$ cat src/rtl/core/swarq_pkg.sv
// swarq_pkg: shared types, codes and helper functions of the sliding-window ARQ sender
// no dependencies; imported by every module of the block
package swarq_pkg;

	// fixed field widths
	localparam int unsigned FUNC_W     = 2;
	localparam int unsigned FRAME_W    = 8;
	localparam int unsigned ACT_W      = 2;
	localparam int unsigned WIN_REG_W  = 5;
	localparam int unsigned TOT_REG_W  = 9;
	localparam int unsigned RESULT_CAP = 16;

	// configuration port
	localparam int unsigned CFG_IW = 3;
	localparam int unsigned CFG_DW = 9;

	localparam logic [CFG_IW-1:0] REG_MODE        = 3'd0;
	localparam logic [CFG_IW-1:0] REG_WIN_LEN     = 3'd1;
	localparam logic [CFG_IW-1:0] REG_TOTAL       = 3'd2;
	localparam logic [CFG_IW-1:0] REG_LOST_FRAME  = 3'd3;
	localparam logic [CFG_IW-1:0] REG_LOSS_ENABLE = 3'd4;

	localparam logic [WIN_REG_W-1:0] RST_WIN_LEN = 5'd4;
	localparam logic [TOT_REG_W-1:0] RST_TOTAL   = 9'd8;

	// event codes
	localparam logic [FUNC_W-1:0] FUNC_START   = 2'd0;
	localparam logic [FUNC_W-1:0] FUNC_ACK     = 2'd1;
	localparam logic [FUNC_W-1:0] FUNC_TIMEOUT = 2'd2;

	// action codes
	localparam logic [ACT_W-1:0] ACT_NEW  = 2'd0;
	localparam logic [ACT_W-1:0] ACT_LOST = 2'd1;
	localparam logic [ACT_W-1:0] ACT_RETX = 2'd2;
	localparam logic [ACT_W-1:0] ACT_NONE = 2'd3;

	// mode codes
	localparam logic MODE_GBN = 1'b0;

	typedef enum logic [1:0] {
		CMD_START,
		CMD_ACK,
		CMD_TIMEOUT,
		CMD_NONE
	} cmd_t;

	typedef struct packed {
		logic [FUNC_W-1:0]  func;
		logic [FRAME_W-1:0] ack_number;
	} in_item_t;

	typedef struct packed {
		logic [FRAME_W-1:0] frame_number;
		logic [ACT_W-1:0]   action;
		logic               ack_ignored;
		logic               all_done;
		logic               last;
	} out_item_t;

	typedef struct packed {
		logic                 mode;
		logic [WIN_REG_W-1:0] win_len;
		logic [TOT_REG_W-1:0] frame_count;
		logic [FRAME_W-1:0]   lost_frame;
		logic                 loss_enable;
	} cfg_t;

	// classified event between front and back
	typedef struct packed {
		cmd_t               cmd;
		logic [FRAME_W-1:0] ack_number;
		logic               out_of_range;
	} qitem_t;

	// frame count clipped to the frame capacity
	function automatic int unsigned eff_total(logic [TOT_REG_W-1:0] tf, int unsigned max_frames);
		int unsigned t;
		t = int'(tf);
		if (t > max_frames) begin
			t = max_frames;
		end
		return t;
	endfunction

	// window size forced into one to cap
	function automatic int unsigned eff_window(logic [WIN_REG_W-1:0] ws, int unsigned cap);
		int unsigned w;
		w = int'(ws);
		if (w < 1) begin
			w = 1;
		end
		if (w > cap) begin
			w = cap;
		end
		return w;
	endfunction

endpackage

$ cat src/rtl/core/sliding_window_arq_sender.sv
// sliding_window_arq_sender: top level with configuration registers, front, queue and back
// depends on swarq_pkg, swarq_front, swarq_queue, swarq_back
//
// Sender side of a sliding-window ARQ, Go-Back-N (mode 0) or Selective Repeat (mode 1).
// Each event (start, acknowledgement, timeout) yields between one and sixteen result
// transactions, the final one flagged by last; an event with nothing to send yields a
// single "nothing to send" result. The back sequencer steps through dequeue, window
// update and run setup for each event and then emits one result per cycle while the
// output is not stalled. A front register and a two-entry event queue keep accepting
// events while the back is busy. The acknowledgement map is kept as a window-wide
// bitmap aligned to the window base, so a start clears the run in a single register
// write with no clearing pass. The user must write configuration only while no event
// is in flight; the block itself does not enforce it.
module sliding_window_arq_sender #(
	parameter int unsigned MAX_FRAMES = 256,
	parameter int unsigned MAX_WINDOW = 16
) (
	input  logic                               clk,
	input  logic                               arst_n,
	input  logic                               in_valid,
	output logic                               in_stall,
	input  swarq_pkg::in_item_t                in_data,
	output logic                               out_valid,
	input  logic                               out_stall,
	output swarq_pkg::out_item_t               out_data,
	input  logic                               cfg_we,
	input  logic [swarq_pkg::CFG_IW-1:0]       cfg_index,
	input  logic [swarq_pkg::CFG_DW-1:0]       cfg_data
);
	import swarq_pkg::*;

	cfg_t   cfg_q;
	logic   q_push;
	logic   q_ready;
	logic   q_pop;
	logic   q_valid;
	qitem_t q_wr_item;
	qitem_t q_rd_item;

	// configuration registers
	always_ff @(posedge clk or negedge arst_n) begin
		if (!arst_n) begin
			cfg_q.mode        <= MODE_GBN;
			cfg_q.win_len     <= RST_WIN_LEN;
			cfg_q.frame_count <= RST_TOTAL;
			cfg_q.lost_frame  <= '0;
			cfg_q.loss_enable <= 1'b1;
		end else if (cfg_we) begin
			case (cfg_index)
				REG_MODE:        cfg_q.mode        <= cfg_data[0];
				REG_WIN_LEN:     cfg_q.win_len     <= cfg_data[WIN_REG_W-1:0];
				REG_TOTAL:       cfg_q.frame_count <= cfg_data[TOT_REG_W-1:0];
				REG_LOST_FRAME:  cfg_q.lost_frame  <= cfg_data[FRAME_W-1:0];
				REG_LOSS_ENABLE: cfg_q.loss_enable <= cfg_data[0];
				default: ;
			endcase
		end
	end

	// event intake and classification
	swarq_front #(
		.MAX_FRAMES(MAX_FRAMES)
	) u_front (
		.clk      (clk),
		.arst_n   (arst_n),
		.cfg      (cfg_q),
		.in_valid (in_valid),
		.in_stall (in_stall),
		.in_data  (in_data),
		.q_ready  (q_ready),
		.q_push   (q_push),
		.q_item   (q_wr_item)
	);

	// event queue
	swarq_queue u_queue (
		.clk     (clk),
		.arst_n  (arst_n),
		.push    (q_push),
		.wr_item (q_wr_item),
		.ready   (q_ready),
		.pop     (q_pop),
		.valid   (q_valid),
		.rd_item (q_rd_item)
	);

	// window state and frame action sequencer
	swarq_back #(
		.MAX_FRAMES(MAX_FRAMES),
		.MAX_WINDOW(MAX_WINDOW)
	) u_back (
		.clk       (clk),
		.arst_n    (arst_n),
		.cfg       (cfg_q),
		.q_valid   (q_valid),
		.q_pop     (q_pop),
		.q_item    (q_rd_item),
		.out_valid (out_valid),
		.out_stall (out_stall),
		.out_data  (out_data)
	);

endmodule

$ cat src/rtl/core/swarq_front.sv
// swarq_front: accepts input events, decodes the event kind and range-checks the ack number
// depends on swarq_pkg; feeds swarq_queue
module swarq_front #(
	parameter int unsigned MAX_FRAMES = 256
) (
	input  logic              clk,
	input  logic              arst_n,
	input  swarq_pkg::cfg_t   cfg,
	input  logic              in_valid,
	output logic              in_stall,
	input  swarq_pkg::in_item_t in_data,
	input  logic              q_ready,
	output logic              q_push,
	output swarq_pkg::qitem_t q_item
);
	import swarq_pkg::*;

	localparam int unsigned CW = $clog2(MAX_FRAMES + 1);

	logic          valid_s1;
	qitem_t        item_s1;
	qitem_t        item_c;
	logic [CW-1:0] total_eff;
	logic          accept;

	// classify the incoming event
	always_comb begin
		total_eff = CW'(eff_total(cfg.frame_count, MAX_FRAMES));
		item_c.ack_number = in_data.ack_number;
		item_c.out_of_range = (32'(in_data.ack_number) >= 32'(total_eff));
		case (in_data.func)
			FUNC_START:   item_c.cmd = CMD_START;
			FUNC_ACK:     item_c.cmd = CMD_ACK;
			FUNC_TIMEOUT: item_c.cmd = CMD_TIMEOUT;
			default:      item_c.cmd = CMD_NONE;
		endcase
	end

	assign in_stall = valid_s1 && !q_ready;
	assign accept   = in_valid && !in_stall;
	assign q_push   = valid_s1;
	assign q_item   = item_s1;

	// one registered slot ahead of the queue
	always_ff @(posedge clk or negedge arst_n) begin
		if (!arst_n) begin
			valid_s1 <= 1'b0;
		end else if (accept) begin
			valid_s1 <= 1'b1;
		end else if (q_ready) begin
			valid_s1 <= 1'b0;
		end
	end

	always_ff @(posedge clk) begin
		if (accept) begin
			item_s1 <= item_c;
		end
	end

endmodule

$ cat src/rtl/core/swarq_queue.sv
// swarq_queue: two-entry queue of classified events between front and back
// depends on swarq_pkg
module swarq_queue (
	input  logic              clk,
	input  logic              arst_n,
	input  logic              push,
	input  swarq_pkg::qitem_t wr_item,
	output logic              ready,
	input  logic              pop,
	output logic              valid,
	output swarq_pkg::qitem_t rd_item
);
	import swarq_pkg::*;

	qitem_t     mem_q [2];
	logic       wr_q;
	logic       rd_q;
	logic [1:0] cnt_q;
	logic       do_push;
	logic       do_pop;

	assign ready   = (cnt_q != 2'd2);
	assign valid   = (cnt_q != 2'd0);
	assign do_push = push && ready;
	assign do_pop  = pop && valid;
	assign rd_item = mem_q[rd_q];

	// pointers and fill count
	always_ff @(posedge clk or negedge arst_n) begin
		if (!arst_n) begin
			wr_q  <= 1'b0;
			rd_q  <= 1'b0;
			cnt_q <= 2'd0;
		end else begin
			if (do_push) begin
				wr_q <= ~wr_q;
			end
			if (do_pop) begin
				rd_q <= ~rd_q;
			end
			if (do_push && !do_pop) begin
				cnt_q <= cnt_q + 2'd1;
			end else if (do_pop && !do_push) begin
				cnt_q <= cnt_q - 2'd1;
			end
		end
	end

	// storage
	always_ff @(posedge clk) begin
		if (do_push) begin
			mem_q[wr_q] <= wr_item;
		end
	end

endmodule

$ cat src/rtl/core/swarq_back.sv
// swarq_back: window state and sequencer that applies each event and emits its frame actions
// depends on swarq_pkg; takes events from swarq_queue
module swarq_back #(
	parameter int unsigned MAX_FRAMES = 256,
	parameter int unsigned MAX_WINDOW = 16
) (
	input  logic                 clk,
	input  logic                 arst_n,
	input  swarq_pkg::cfg_t      cfg,
	input  logic                 q_valid,
	output logic                 q_pop,
	input  swarq_pkg::qitem_t    q_item,
	output logic                 out_valid,
	input  logic                 out_stall,
	output swarq_pkg::out_item_t out_data
);
	import swarq_pkg::*;

	localparam int unsigned EW = (MAX_WINDOW < RESULT_CAP) ? MAX_WINDOW : RESULT_CAP;
	localparam int unsigned CW = $clog2(MAX_FRAMES + 1);
	localparam int unsigned LW = CW + 1;
	localparam int unsigned SW = $clog2(EW + 1);
	localparam int unsigned KW = (EW > 1) ? $clog2(EW) : 1;

	typedef enum logic [1:0] {
		ST_IDLE,
		ST_PREP,
		ST_SETUP,
		ST_EMIT
	} state_t;

	state_t             st_q;
	cmd_t               cmd_q;
	logic [FRAME_W-1:0] ack_q;
	logic               oor_q;
	logic               ignored_q;
	logic               done_q;
	logic               retx_q;
	logic               empty_q;
	logic [EW-1:0]      mask_q;
	logic [CW-1:0]      origin_q;
	logic [CW-1:0]      base_q;
	logic [CW-1:0]      next_q;
	logic               loss_used_q;
	// bit k: frame base_q + k has been acknowledged
	logic [EW-1:0]      acked_q;
	logic               out_valid_q;
	out_item_t          out_data_q;

	logic [CW-1:0]  total_eff;
	logic [SW-1:0]  win_eff;
	logic [CW-1:0]  ack_ext;
	logic           ack_ge_base;
	logic           ignored_c;
	logic [SW-1:0]  delta_c;
	logic [SW-1:0]  gbn_shift_c;
	logic [EW-1:0]  set_map_c;
	logic [SW-1:0]  ones_c;
	logic [CW-1:0]  room_c;
	logic [SW-1:0]  slide_c;
	logic [LW-1:0]  lim_c;
	logic [LW-1:0]  hi_c;
	logic [SW-1:0]  fill_span_c;
	logic [SW-1:0]  retx_span_c;
	logic [EW-1:0]  mask_c;
	logic [KW-1:0]  pick_c;
	logic [EW-1:0]  rest_c;
	logic [LW-1:0]  frame_c;
	logic           loss_hit_c;
	logic           can_load;
	out_item_t      item_c;

	// low span bits set
	function automatic logic [EW-1:0] span_mask(logic [SW-1:0] span);
		logic [EW:0] t;
		t = ((EW + 1)'(1) << span) - (EW + 1)'(1);
		return t[EW-1:0];
	endfunction

	assign total_eff = CW'(eff_total(cfg.frame_count, MAX_FRAMES));
	assign win_eff   = SW'(eff_window(cfg.win_len, EW));
	assign q_pop     = (st_q == ST_IDLE) && q_valid;
	assign can_load  = !out_valid_q || !out_stall;
	assign out_valid = out_valid_q;
	assign out_data  = out_data_q;

	// acknowledgement update
	always_comb begin
		ack_ext     = CW'(ack_q);
		ack_ge_base = (32'(ack_q) >= 32'(base_q));
		ignored_c   = oor_q || (32'(ack_q) >= 32'(next_q));
		delta_c     = SW'(ack_ext - base_q);
		gbn_shift_c = delta_c + SW'(1);
		set_map_c   = acked_q | (ack_ge_base ? (EW'(1) << delta_c) : '0);
		// trailing acknowledged frames from the base
		ones_c = SW'(EW);
		for (int k = EW - 1; k >= 0; k--) begin
			if (!set_map_c[k]) begin
				ones_c = SW'(k);
			end
		end
		room_c = (base_q < total_eff) ? (total_eff - base_q) : '0;
		slide_c = (32'(ones_c) > 32'(room_c)) ? SW'(room_c) : ones_c;
	end

	// span of the frame run for this event
	always_comb begin
		lim_c = LW'(base_q) + LW'(win_eff);
		if (lim_c > LW'(total_eff)) begin
			lim_c = LW'(total_eff);
		end
		hi_c = (lim_c < LW'(next_q)) ? lim_c : LW'(next_q);
		fill_span_c = (lim_c > LW'(next_q)) ? SW'(lim_c - LW'(next_q)) : '0;
		retx_span_c = (hi_c > LW'(base_q)) ? SW'(hi_c - LW'(base_q)) : '0;
		case (cmd_q)
			CMD_START, CMD_ACK: mask_c = span_mask(fill_span_c);
			CMD_TIMEOUT: begin
				if (cfg.mode == MODE_GBN) begin
					mask_c = span_mask(retx_span_c);
				end else begin
					mask_c = span_mask(retx_span_c) & ~acked_q;
				end
			end
			default: mask_c = '0;
		endcase
	end

	// next frame action of the run
	always_comb begin
		pick_c = '0;
		for (int k = EW - 1; k >= 0; k--) begin
			if (mask_q[k]) begin
				pick_c = KW'(k);
			end
		end
		rest_c  = mask_q & ~(EW'(1) << pick_c);
		frame_c = LW'(origin_q) + LW'(pick_c);
		loss_hit_c = cfg.loss_enable && !loss_used_q
			&& (32'(frame_c) == 32'(cfg.lost_frame));
		item_c.ack_ignored = ignored_q;
		item_c.all_done    = done_q;
		if (empty_q) begin
			item_c.frame_number = '0;
			item_c.action       = ACT_NONE;
			item_c.last         = 1'b1;
		end else begin
			item_c.frame_number = FRAME_W'(frame_c);
			item_c.last         = (rest_c == '0);
			if (retx_q) begin
				item_c.action = ACT_RETX;
			end else if (loss_hit_c) begin
				item_c.action = ACT_LOST;
			end else begin
				item_c.action = ACT_NEW;
			end
		end
	end

	// sequencer, window state and output register
	always_ff @(posedge clk or negedge arst_n) begin
		if (!arst_n) begin
			st_q        <= ST_IDLE;
			cmd_q       <= CMD_NONE;
			ack_q       <= '0;
			oor_q       <= 1'b0;
			ignored_q   <= 1'b0;
			done_q      <= 1'b0;
			retx_q      <= 1'b0;
			empty_q     <= 1'b0;
			mask_q      <= '0;
			origin_q    <= '0;
			base_q      <= '0;
			next_q      <= '0;
			loss_used_q <= 1'b0;
			acked_q     <= '0;
			out_valid_q <= 1'b0;
			out_data_q  <= '0;
		end else begin
			// result taken and nothing new offered this cycle
			if (out_valid_q && !out_stall && st_q != ST_EMIT) begin
				out_valid_q <= 1'b0;
			end
			case (st_q)
				ST_IDLE: begin
					if (q_valid) begin
						cmd_q <= q_item.cmd;
						ack_q <= q_item.ack_number;
						oor_q <= q_item.out_of_range;
						st_q  <= ST_PREP;
					end
				end
				ST_PREP: begin
					case (cmd_q)
						CMD_START: begin
							ignored_q   <= 1'b0;
							base_q      <= '0;
							next_q      <= '0;
							loss_used_q <= 1'b0;
							acked_q     <= '0;
						end
						CMD_ACK: begin
							ignored_q <= ignored_c;
							if (!ignored_c) begin
								if (cfg.mode == MODE_GBN) begin
									if (ack_ge_base) begin
										base_q  <= base_q + CW'(gbn_shift_c);
										acked_q <= acked_q >> gbn_shift_c;
									end
								end else begin
									base_q  <= base_q + CW'(slide_c);
									acked_q <= set_map_c >> slide_c;
								end
							end
						end
						default: ignored_q <= 1'b0;
					endcase
					st_q <= ST_SETUP;
				end
				ST_SETUP: begin
					done_q  <= (base_q >= total_eff);
					mask_q  <= mask_c;
					empty_q <= (mask_c == '0);
					retx_q  <= (cmd_q == CMD_TIMEOUT);
					if (cmd_q == CMD_TIMEOUT) begin
						origin_q <= base_q;
					end else begin
						origin_q <= next_q;
					end
					if (cmd_q == CMD_START || cmd_q == CMD_ACK) begin
						next_q <= next_q + CW'(fill_span_c);
					end
					st_q <= ST_EMIT;
				end
				ST_EMIT: begin
					if (can_load) begin
						out_valid_q <= 1'b1;
						out_data_q  <= item_c;
						mask_q      <= rest_c;
						if (!empty_q && !retx_q && loss_hit_c) begin
							loss_used_q <= 1'b1;
						end
						if (item_c.last) begin
							st_q <= ST_IDLE;
						end
					end
				end
				default: st_q <= ST_IDLE;
			endcase
		end
	end

endmodule

$ cat config.mk
export PLATFORM = sky130hd
export DESIGN_NAME = sliding_window_arq_sender
export DESIGN_NICKNAME = d
export VERILOG_FILES = /design/src/rtl/core/swarq_pkg.sv /design/src/rtl/core/sliding_window_arq_sender.sv /design/src/rtl/core/swarq_front.sv /design/src/rtl/core/swarq_queue.sv /design/src/rtl/core/swarq_back.sv
export SDC_FILE = /design/constraint.sdc
export NUM_CORES = 1
export LEC_CHECK = 0
export BUFFER_PORTS_ARGS = -buffer_cell sky130_fd_sc_hd__buf_2
export CAP_MARGIN = 20
export CORE_MARGIN = 2
export CORE_UTILIZATION = 50
export DETAILED_ROUTE_END_ITERATION = 7
export PLACE_DENSITY_LB_ADDON = 0.2
export SYNTH_ARGS = -nofsm -noshare
export SYNTH_HDL_FRONTEND = slang
export SYNTH_SLANG_ARGS = --single-unit
$ cat constraint.sdc
create_clock -name clk -period 24.1 [get_ports clk]
set_input_delay 4.82 -clock clk [delete_from_list [all_inputs] [get_ports clk]]
set_output_delay 4.82 -clock clk [all_outputs]
set_load 0.05 [all_outputs]
* Word-level counts from Yosys, hierarchy flattened
Memories as Yosys holds them, arrays and structs flattened. A register that Yosys moved wholly into a read port is not among the register bits. Cells that the tools add are included.
Cells by class: multiplexer cells 81, $add $sub $neg 14, equality and inequality tests 22, shift operators 6, order comparisons 13, bitwise operators 7, reduce and logical (&&, ||, !) cells 52
Operators by type and width (count):
- 5-bit two-way mux | 21
- 16-bit two-way mux | 6
- 16-bit case mux with 2 select lines | 3
- 9-bit two-way mux | 8
- 4-bit two-way mux | 16
- 1-bit by 5-bit left shift with 16-bit output, first input constant | 3
- 9-bit case mux with 2 select lines | 2
- 16-bit bitwise AND | 2
- 16-bit zero test | 2
- 16-bit inverter | 2
- 16-bit by 5-bit >> shifter with 16-bit output | 2
- 16-bit by 2-bit subtractor with 16-bit output, second input constant | 2
- 10-bit by 9-bit greater-than comparator with 1-bit output | 3
- 10-bit two-way mux | 3
- 9-bit by 5-bit adder with 9-bit output | 3
- 8-bit by 9-bit >= comparator with 1-bit output | 3
- 16-bit bitwise OR | 1
- 2-bit AND reduction | 8
- 1-bit by 4-bit left shift with 16-bit output, first input constant | 1
- 5-bit subtractor | 3
- 2-bit nonzero test | 7
- 1-bit logical AND | 13
- 1-bit two-way mux | 13
- 2-bit two-way mux | 6
- other kinds (33) | 62
Word-level totals: bits in registers 120, memories 1, logic and storage cells 225, bits in writable memories 22
Memories:
- u_queue.mem_q | words 2, width 11, read ports 1, clocked after Yosys merged registers in 1, wr ports 1, line swarq_queue.sv:15 | qitem_t mem_q [2];

* Logic depth before layout (Yosys ltp)
Gate-level depths: netlist (run 1).
depth after elaboration 26, mapped depth 51, depth with buffers taken out 49

* Hierarchy
Synthesis (run 1) repeated with hierarchy kept, for this count alone.
Unflattened totals: cell total of the unflattened synthesis 1468, area, all modules 12849.8 um^2
By module, submodules not included:
- swarq_back | cells an instance 1317, times used 1, area each 10258.6 um^2
- swarq_queue | cells an instance 52, times used 1, area each 1003.5 um^2
- sliding_window_arq_sender | cells an instance 54, times used 1, area each 980.9 um^2
- swarq_front | cells an instance 45, times used 1, area each 606.8 um^2

* Worst setup path after synthesis (run 1)
No wires, ideal clock.
path type register -> register, start register cfg_q[21] (netlist name), end register u_back.empty_q, data arrival time 8808 ps, cell stages (with the launch flop) 50, period minus slack after synthesis 8919 ps, data required time 23990 ps, path slack 15181 ps, cell sequence dfrtp_1 > nor3_1 > nor2_1 > nor2_1 > ha_1 > inv_1 > fa_1 > inv_1 > ha_1 > nor2b_1 > o21a_1 > o21a_1 > o21a_1 > o21a_1 > o21a_1 > o21ai_0 > nand2b_1 > a21oi_1 > [14 not listed] > mux2i_1 > ha_1 > fa_1 > nor2b_1 > o21a_1 > o21ai_0 > a21oi_1 > o21ai_0 > a21oi_1 > nand2_1 > or3_1 > ha_1 > clkbuf_1 > mux2_2 > a22o_1 > a21oi_1 > nand3_1 > o41ai_1
Between the ends: longest elaborated chain between the ends 17, elaborated cells between the ends (all ways) 23, classes of those cells add/sub: 5; order compare: 6; shift: 2; mux: 8; bitwise: 1; reduce/logical: 1
RTL lines:
- from (decl) | line sliding_window_arq_sender.sv:32 | cfg_t cfg_q;
- 5-bit by 1-bit < comparator with 1-bit output | line swarq_pkg.sv:89 | if (w < 1) begin
- 5-bit two-way mux (*) | line swarq_pkg.sv:89
- 5-bit greater-than comparator | line swarq_pkg.sv:92 | if (w > cap) begin
- 5-bit two-way mux (*) | line swarq_pkg.sv:92
- 9-bit by 5-bit adder with 10-bit output (*) | line swarq_back.sv:108 | lim_c = LW'(base_q) + LW'(win_eff);
- 10-bit by 9-bit greater-than comparator with 1-bit output | line swarq_back.sv:109 | if (lim_c > LW'(total_eff)) begin
- 10-bit two-way mux (*) | line swarq_back.sv:109
- 10-bit by 9-bit < comparator with 1-bit output | line swarq_back.sv:112 | hi_c = (lim_c < LW'(next_q)) ? lim_c : LW'(next_q);
- 10-bit two-way mux | line swarq_back.sv:112
- 10-bit by 9-bit greater-than comparator with 1-bit output or 5-bit subtractor (tied branches) | line swarq_back.sv:114 | retx_span_c = (hi_c > LW'(base_q)) ? SW'(hi_c - LW'(base_q)) : '0;
- 5-bit two-way mux | line swarq_back.sv:114
- 1-bit by 5-bit left shift with 16-bit output | line swarq_back.sv:76 | t = ((EW + 1)'(1) << span) - (EW + 1)'(1);
- 16-bit by 2-bit subtractor with 16-bit output | line swarq_back.sv:76
- 16-bit bitwise AND | line swarq_back.sv:121 | mask_c = span_mask(retx_span_c) & ~acked_q;
- 16-bit two-way mux | line swarq_back.sv:118 | if (cfg.mode == MODE_GBN) begin
- 16-bit case mux with 2 select lines (*) | line swarq_back.sv:115 | case (cmd_q)
- 16-bit zero test (*) | line swarq_back.sv:222 | empty_q <= (mask_c == '0);
- to (signal assigned) | line swarq_back.sv:222
- to (decl) | line swarq_back.sv:39 | logic empty_q;
Mark *: on every way between the ends. The rest lies on a longest branch, timed or not. A chain may end at the register's enable or synchronous reset.

* Worst setup path after layout (run 1)
Same ends and word-level chain as after synthesis.

==> impl_metrics.toml, run 1 <==
[outcome]
outcome = "completed"

[synth]
synth_area_um2 = 12700
synth_fp_nets = 1573
synth-main-ff-cell = "dfrtp_1"
synth_seq_cells = 153
yosysTopAreaCell = "dfrtp_1"
synth_cell_types = 95
avgSynthCellArea_um2 = 8.78
synth_top_area_frac = 0.227
ys_top_cells_by_area = "dfrtp_1, ha_1, edfxtp_1, mux2_2, nand2_1"
synthCells = 1441
seq_area_frac_synth = 0.316
yosysWarningCount = 0
async_flop_share = 0.784
synth-edff-count = 33

[clock_tree]
htree_levels = 4
path_clk_slew_ns = 0.07
clk_latency_ns = 0.43
ctsHoldBuffers = 0
clockBufferDepth = 2
cts_inserted_buffers = 17
clk_root_buffer_cell = "clkbuf_16"
cts_setup_buffers = 0
cts_resized = 0
cts_tree = "built"
clkSinkCount = 153

[worst_setup_path]
end_kind = "register"
crit_fanout = 14
critPathMaxStageDelay_ns = 0.59
startpoint_type = "register"
slowest_stage = "nor2_1"
cp.required_ns = 24.42
path_class = "register to register"
arrival_ns = 10.25
cpMostUsedCell = "o21a_1"

[sta]
fin_crit_ns = 9.93
rsz0062_at_grt = "no"
hold_viol = 0
hold_ws_ns = 0.451
setup_tns_ns = 0
drv_slew = 0
fin_skew_ns = 0.0197
fin_crit_sh = 0.412
slew_headroom = 0.275
tightest_slew_ns = 1.08
setup_violations = 0
timing.fmax_ghz = 0.101

[route]
vias = 11300
routedWlPerCell_um = 21.0
vias_per_cell = 6.28
drt-total-wl_mm = 37.5
antenna_left = 0
firstDrtPassIters = 5
drc = 0
first_iter_violations = 1226

[final_layout]
antennaDiodeCount = 0
fill_cells = 2382
seqCellArea_um2 = 4000
area_growth_pct = 8.23
layout_commonest_cell = "nand2_1"
layout-drive-gt1-share = 0.127
final_cell_mix = "nand2_1, nor2_1, dfrtp_1"
fin_area_um2 = 13700
multiInputGateArea_um2 = 8120
nNetsFinal = 1581

[place]
hpwl_mm = 28.9
dpl_cell_area_um2 = 13100
portBuffers = 41
routabilityCongestion = 0.971

[worst_hold_path]
hold_class = "register to register"

[die]
initial_core_util = 0.505
io_pins = 42
die_width_um = 163
fp-row-count = 58
fp.dieArea_um2 = 26600
coreArea_um2 = 25000
chipHeight_um = 163

[run]
maxCapViolCount = 0

[grt]
grt_max_degree = 69
antenna_found_initial = 1
grt-ovfl-total = 0
grt_pass1_wl_mm = 59.4
grt_pass1_vias = 10800
groute.usage.overall = 0.289
final timing paths:
path	slack [ns]	depth (start not counted)	endpoint	start
setup / recovery	14.17	50	u_back.empty_q	cfg_q[21]
hold / removal	0.45	0	u_queue.mem_q[1][4]	u_front.q_item[4]
setup reg to reg	14.17	50	u_back.empty_q	cfg_q[21]
hold reg to reg	0.45	0	u_queue.mem_q[1][4]	u_front.q_item[4]
max in group asynchronous	18.35	2	u_back.acked_q[7]	arst_n
min in group asynchronous	4.49	1	cfg_q[6]	arst_n
through the flow:
stage / utilization / cells / setup WS, ns
floorplan: - / 1441 / 15.18
global placement: 0.523 / 1760 / 14.53
detailed placement: 0.523 / 1760 / 14.36
CTS: 0.547 / 1792 / 14.30
global route: 0.547 / 1792 / 13.41
finish: 0.547 / 1792 / 14.17
cell type report:
| cell class | instances | share of cell area |
|---|---|---|
| clock buffer | 18 | 0.0313 |
| clock inverter | 14 | 0.0122 |
| inverter | 74 | 0.0203 |
| multi-input combinational | 1151 | 0.593 |
| sequential | 153 | 0.292 |
| tap | 330 | 0.0302 |
| timing repair buffer | 52 | 0.0212 |
worst max-delay path: cells and delay by family (launching register included):
family          cells  cell delay (ns)
compound gates     23             3.63
fa+ha+maj           8             2.52
simple gates       10             2.07
buf+inv             7             0.82
flops               1             0.40
mux                 2             0.37
sequential cells by signal (all words and copies together), names as in the netlist, 8 cells and up:
name	flops
u_back.next_q	9
u_back.base_q	9
u_back.mask_q	16
u_back.acked_q	16
u_front.q_item	11
cfg_q	24
u_back.out_data	13
u_back.ack_q	8
u_queue.mem_q	22
u_back.origin_q	9
cells by family (layout without fill, tap and decap cells):
kind of cell             Yosys count  count (layout)  synth area share
AND/OR/NAND/NOR                  452             452             0.171
AO/OA/AOI/OAI                    438             438             0.234
flip-flops                       153             153             0.316
buffers and inverters            137             158            0.0423
adder cells (fa/ha/maj)          106             106             0.109
multiplexers                      96              96            0.0845
XOR/XNOR                          59              59            0.0420
synthesized netlist by cell type (31+ instances only):
library cell,count
a21oi_1,104
clkbuf_1,47
dfrtp_1,115
edfxtp_1,33
ha_1,97
inv_1,70
mux2_2,49
mux2i_1,42
nand2_1,143
nand3_1,34
nor2_1,115
nor2b_1,31
o21ai_0,95
xnor2_1,38
routing by layer:
| layer | GRT usage | routed length (um) |
|---|---|---|
| met1 | 0.396 | 16700 |
| met2 | 0.457 | 16900 |
| met3 | 0.0543 | 2730 |
| met4 | 0.104 | 1230 |
| met5 | 0 | 8 |
Power of run 1 is left out: the tool's default activity adds up to more than one toggle a clock period on the data nets, which glitch-free logic cannot reach.
==> run 2, diff against run 1 <==
Clock period 24.1 ns to 8.6 ns, I/O delays scaled along.
==> run 2 against run 1 <==
Global-route usage down 0.60 points. Sequential cell count unchanged. Utilization up 1.4 points. Via count up 1.4%. Worst setup slack worse by 14 ns. First-iteration DRC count up 5.2%. Hold slack worse by 0.0069 ns. Register-to-register slack worse by 14 ns. Sequential share of layout area down 0.75 points. Design area up 2.6%. Wire length down 1.1%. Die area unchanged. Critical path type unchanged. Highest routed layer unchanged.
==> impl_metrics.toml, run 2 (same netlist as run 1, synthesis figures left out) <==
[outcome]
outcome = "completed"

[die]
chipHeight_um = 163
fp.dieArea_um2 = 26600
die_width_um = 163
io_pins = 42
coreArea_um2 = 25000
initial_core_util = 0.505
fp-row-count = 58

[final_layout]
layout-drive-gt1-share = 0.159
nNetsFinal = 1610
layout_commonest_cell = "nand2_1"
antennaDiodeCount = 0
largest_reg_flops = 24
largest-register = "cfg_q"
largestRegisters = "cfg_q (24), u_queue.mem_q (22)"
area_growth_pct = 11.1
final_cell_mix = "nand2_1, dfrtp_1, nor2_1"
instances_no_fill = 1821

[worst_setup_path]
cp.required_ns = 8.93
path_class = "register to register"
startpoint_type = "register"
critPathMaxStageDelay_ns = 0.53
crit_fanout = 5
crit_family = "compound AO/OA/AOI/OAI gates"
end_kind = "register"
slowest_stage = "fa_1"
cp.depth = 46
ff2ff_path_depth = 46
cpMostUsedCell = "o21a_1"
arrival_ns = 8.72
path_buf_inv = 5

[grt]
groute.usage.overall = 0.283
antenna_found_initial = 1
grt-ovfl-total = 0
grt_pass1_vias = 10700
grt_pass1_wl_mm = 58.5
grt_max_degree = 71

[sta]
fin_crit_ns = 8.38
fin_crit_sh = 0.975
slew_headroom = 0.265
tightest_slew_ns = 1.09
fin_skew_ns = 0.0147
drv_slew = 0
setup_violations = 0
hold_ws_ns = 0.444
timing.fmax_ghz = 0.119
hold_viol = 0

[route]
vias_per_cell = 6.27
vias = 11400
first_iter_violations = 1290
firstDrtPassIters = 5
drt-total-wl_mm = 37.1
drc = 0
antenna_left = 0
routedWlPerCell_um = 20.4

[place]
routabilityCongestion = 0.953
placed_cells = 1781
portBuffers = 41
hpwl_mm = 28.3

[clock_tree]
htree_levels = 4
clk_root_buffer_cell = "clkbuf_16"
clkSinkCount = 153
cts_inserted_buffers = 17
clockBufferDepth = 2
cts_tree = "built"
ctsHoldBuffers = 0
clk_latency_ns = 0.44
path_clk_slew_ns = 0.07

[worst_hold_path]
whs_path_depth = 0
hold_class = "register to register"

[run]
maxCapViolCount = 0
## run 2: final cells by class
type	instances	area (um2)
clock buffer	18	429
timing repair buffer	81	515
clock inverter	14	184
multi-input combinational	1151	8230
sequential	153	4000
fill	2291	11000
tap	330	413
inverter	74	283
## run 2: repair_timing
| item | in CTS | in global routing |
|---|---|---|
| buffers inserted | 0 | 8 |
| endpoints found under the setup margin | 1 | 9 |
| pin swaps | 0 | 22 |
| gates resized for setup | 1 | 30 |
## run 2: metrics by stage
stage / cell area [um2] / util / TNS (ns) / setup slack [ns]
finish: 14100 / 0.561 / 0 / 0.216
CTS: 13900 / 0.555 / 0 / 0.0356
global placement: 13300 / 0.530 / 0 / 0.301
floorplan: 12700 / - / 0 / 0.0415
detailed placement: 13300 / 0.530 / -0.0000488 / -0.0000488
global route: 14100 / 0.561 / -0.590 / -0.202
## run 2: worst paths after layout
| kind | start | end | slack, ns |
|---|---|---|---|
| max | cfg_q[21] | u_back.empty_q | 0.22 |
| min | u_front.q_item[6] | u_queue.mem_q[1][6] | 0.44 |
| max reg2reg | cfg_q[21] | u_back.empty_q | 0.22 |
| min reg2reg | u_front.q_item[6] | u_queue.mem_q[1][6] | 0.44 |
| max in group asynchronous | arst_n | u_back.base_q[1] | 5.97 |
| min in group asynchronous | arst_n | cfg_q[2] | 1.39 |
## run 2: metal layers
layer | global-route usage | vias to the layer above | wire length [um]
met4 | 0.101 | 2 | 1180
met5 | 0 | - | 8
met2 | 0.442 | 491 | 16700
li1 | - | 5388 | -
met3 | 0.0533 | 78 | 2700
met1 | 0.393 | 5454 | 16500
## run 2: worst reg2reg max path: cells and delay by family (launching register included)
kind	cells	cell delay, ns
compound gates	21	3.17
simple gates	10	1.57
fa+ha+maj	7	1.99
buf+inv	5	0.39
flops	1	0.40
mux	3	0.77
Power of run 2 is left out for the same reason.
==> run 3, diff against run 2 <==
Settings changed: SYNTH_HIERARCHICAL from default to 1.
==> run 3 against run 2 <==
Critical endpoint is now u_back/empty_q. Largest cell class unchanged. Area after synthesis grew 1.6%. Final cell count grew 2.8%. First-iteration DRC count grew 9.5%. Critical path type unchanged. Non-clock buffer count grew 23. The run now ends with setup timing left.
==> impl_metrics.toml, run 3 <==
[outcome]
outcome = "complete, but fails checks"
violations = "setup timing"

[sta]
fin_skew_ns = 0.0203
hold_viol = 0
setup_violations = 1
drv_slew = 0
hold_ws_ns = 0.452
timing.fmax_ghz = 0.116
rsz0062_at_grt = "yes"
slew_headroom = 0.289
fin_crit_ns = 8.65
fin_crit_sh = 1.01
tightest_slew_ns = 1.07
fin_ws_ns = -0.0492

[final_layout]
largest_reg_flops = 24
area_growth_pct = 13.0
largest-register = "cfg_q"
final_cell_mix = "nand2_1, nor2_1, dfrtp_1"
multiInputGateArea_um2 = 8510
layout-drive-gt1-share = 0.179
seqCellArea_um2 = 4000
fin_area_um2 = 14500
fill_cells = 2259
nNetsFinal = 1661
antennaDiodeCount = 0
largestRegisters = "cfg_q (24), u_queue/mem_q (22)"
layout_commonest_cell = "nand2_1"

[synth]
ys_top_cells_by_area = "dfrtp_1, ha_1, edfxtp_1, mux2_2, nand2_1"
synth_area_um2 = 12800
synthCells = 1468
synth-edff-count = 33
yosysTopAreaCell = "dfrtp_1"
seq_area_frac_synth = 0.311
synth_commonest_cells = "nand2_1, nor2_1, dfrtp_1"
async_flop_share = 0.784
synth.most_common_cell = "nand2_1"
synth-main-ff-cell = "dfrtp_1"
synth_seq_cells = 153
avgSynthCellArea_um2 = 8.75
synth_fp_nets = 1600
synth_top_area_frac = 0.224
yosysWarningCount = 6
synth_cell_types = 93

[die]
fp.dieArea_um2 = 27000
die_width_um = 164
chipHeight_um = 164
coreArea_um2 = 25200
initial_core_util = 0.510
fp-row-count = 58
io_pins = 42

[route]
routedWlPerCell_um = 21.5
m1WireLength_mm = 17.7
drt-total-wl_mm = 40.2
firstDrtPassIters = 7
drc = 0
vias = 12000
highest_layer = "met4"
vias_per_cell = 6.40
antenna_left = 0
first_iter_violations = 1412
wl_met3_mm = 2.98
dr_wl_met2_mm = 18.5

[clock_tree]
clockBufferDepth = 2
htree_levels = 4
cts_tree = "built"
clk_latency_ns = 0.45
path_clk_slew_ns = 0.07
ctsHoldBuffers = 0
clk_root_buffer_cell = "clkbuf_16"
clkSinkCount = 153
cts_inserted_buffers = 17

[worst_setup_path]
r2r_slack_ns = -0.05
cp-startpoint = "cfg_q[20]"
ff2ff_path_depth = 46
crit_fanout = 6
reg2reg_from = "cfg_q[20]"
critPathMaxStageDelay_ns = 0.58
r2r-end = "u_back/empty_q"
cpMostUsedCell = "o21a_1"
cp.required_ns = 8.98
arrival_ns = 9.03
startpoint_type = "register"
path_class = "register to register"
slowest_stage = "fa_2"
setup.worst_path.end = "u_back/empty_q"
end_kind = "register"

[grt]
grt_pass1_wl_mm = 62.6
antenna_found_initial = 0
grt_max_degree = 69
grt-ovfl-total = 0
grt_pass1_vias = 11300
groute.usage.overall = 0.299

[place]
portBuffers = 41
dpl_cell_area_um2 = 13600
hpwl_mm = 30.4
routabilityCongestion = 1.02

[worst_hold_path]
hold_class = "register to register"

[run]
maxCapViolCount = 0
==> run 3: kinds of logic (layout without fill, tap and decap cells) <==
logic type / Yosys count / count (layout) / share of synthesized area
XOR/XNOR: 56 / 56 / 0.0382
AND/OR/NAND/NOR: 461 / 461 / 0.174
buffers and inverters: 139 / 213 / 0.0433
flip-flops: 153 / 153 / 0.311
AO/OA/AOI/OAI: 462 / 462 / 0.242
adder cells (fa/ha/maj): 106 / 106 / 0.108
multiplexers: 91 / 91 / 0.0834
==> run 3: critical path: cells and delay by family, from the launching register on <==
kind	cells	cell delay [ns]
AOI/OAI and AO/OA	23	3.71
adders and majority gates	7	2.15
buffers and inverters	3	0.22
DFF	1	0.38
muxes	2	0.48
and+or+nand+nor	11	1.63
==> run 3: final cells by class <==
cell class | count | area share
repair buffers | 104 | 0.0477
clock buffers | 17 | 0.0293
clock inverters | 15 | 0.0127
well taps | 330 | 0.0284
inverters | 77 | 0.0199
flip-flops and latches | 153 | 0.276
multi-input cells | 1176 | 0.586
==> run 3: metrics by stage <==
step                       util  setup TNS [ns]  instances  setup slack (ns)
final                     0.576         -0.0492       1872           -0.0492
after floorplan               -               0       1468            0.0372
after global routing      0.576           -1.54       1872            -0.473
after detailed placement  0.540          -0.120       1827            -0.120
after CTS                 0.565               0       1860            0.0109
after global placement    0.540               0       1827            0.0440
==> run 3: worst min-delay path by stage <==
stage,from,endpoint,depth (start not counted)
after global routing,u_front/q_item[10],u_queue/mem_q[1][10],0
final,u_front/q_item[3],u_queue/mem_q[1][3],0
after detailed placement,u_front/q_item[3],u_queue/mem_q[0][3],0
after CTS,u_front/q_item[3],u_queue/mem_q[1][3],0
after global placement,u_front/q_item[0],u_queue/mem_q[1][0],0
after floorplan,u_front/q_item[0],u_queue/mem_q[0][0],0
==> run 3: what timing repair did <==
action                     4_1_cts  5_1_grt
setup buffers                    1       10
pin swaps                        0       33
setup endpoints to repair        1       10
gates resized for setup          5       48
gates cloned                     0        0
hold endpoints to repair         0        0
==> run 3: per-layer routing <==
| metal | vias up | GRT usage |
|---|---|---|
| met1 | 5806 | 0.414 |
| li1 | 5569 | - |
| met2 | 537 | 0.483 |
| met5 | - | 0 |
| met4 | 0 | 0.0885 |
| met3 | 78 | 0.0475 |
Power of run 3 is left out for the same reason.
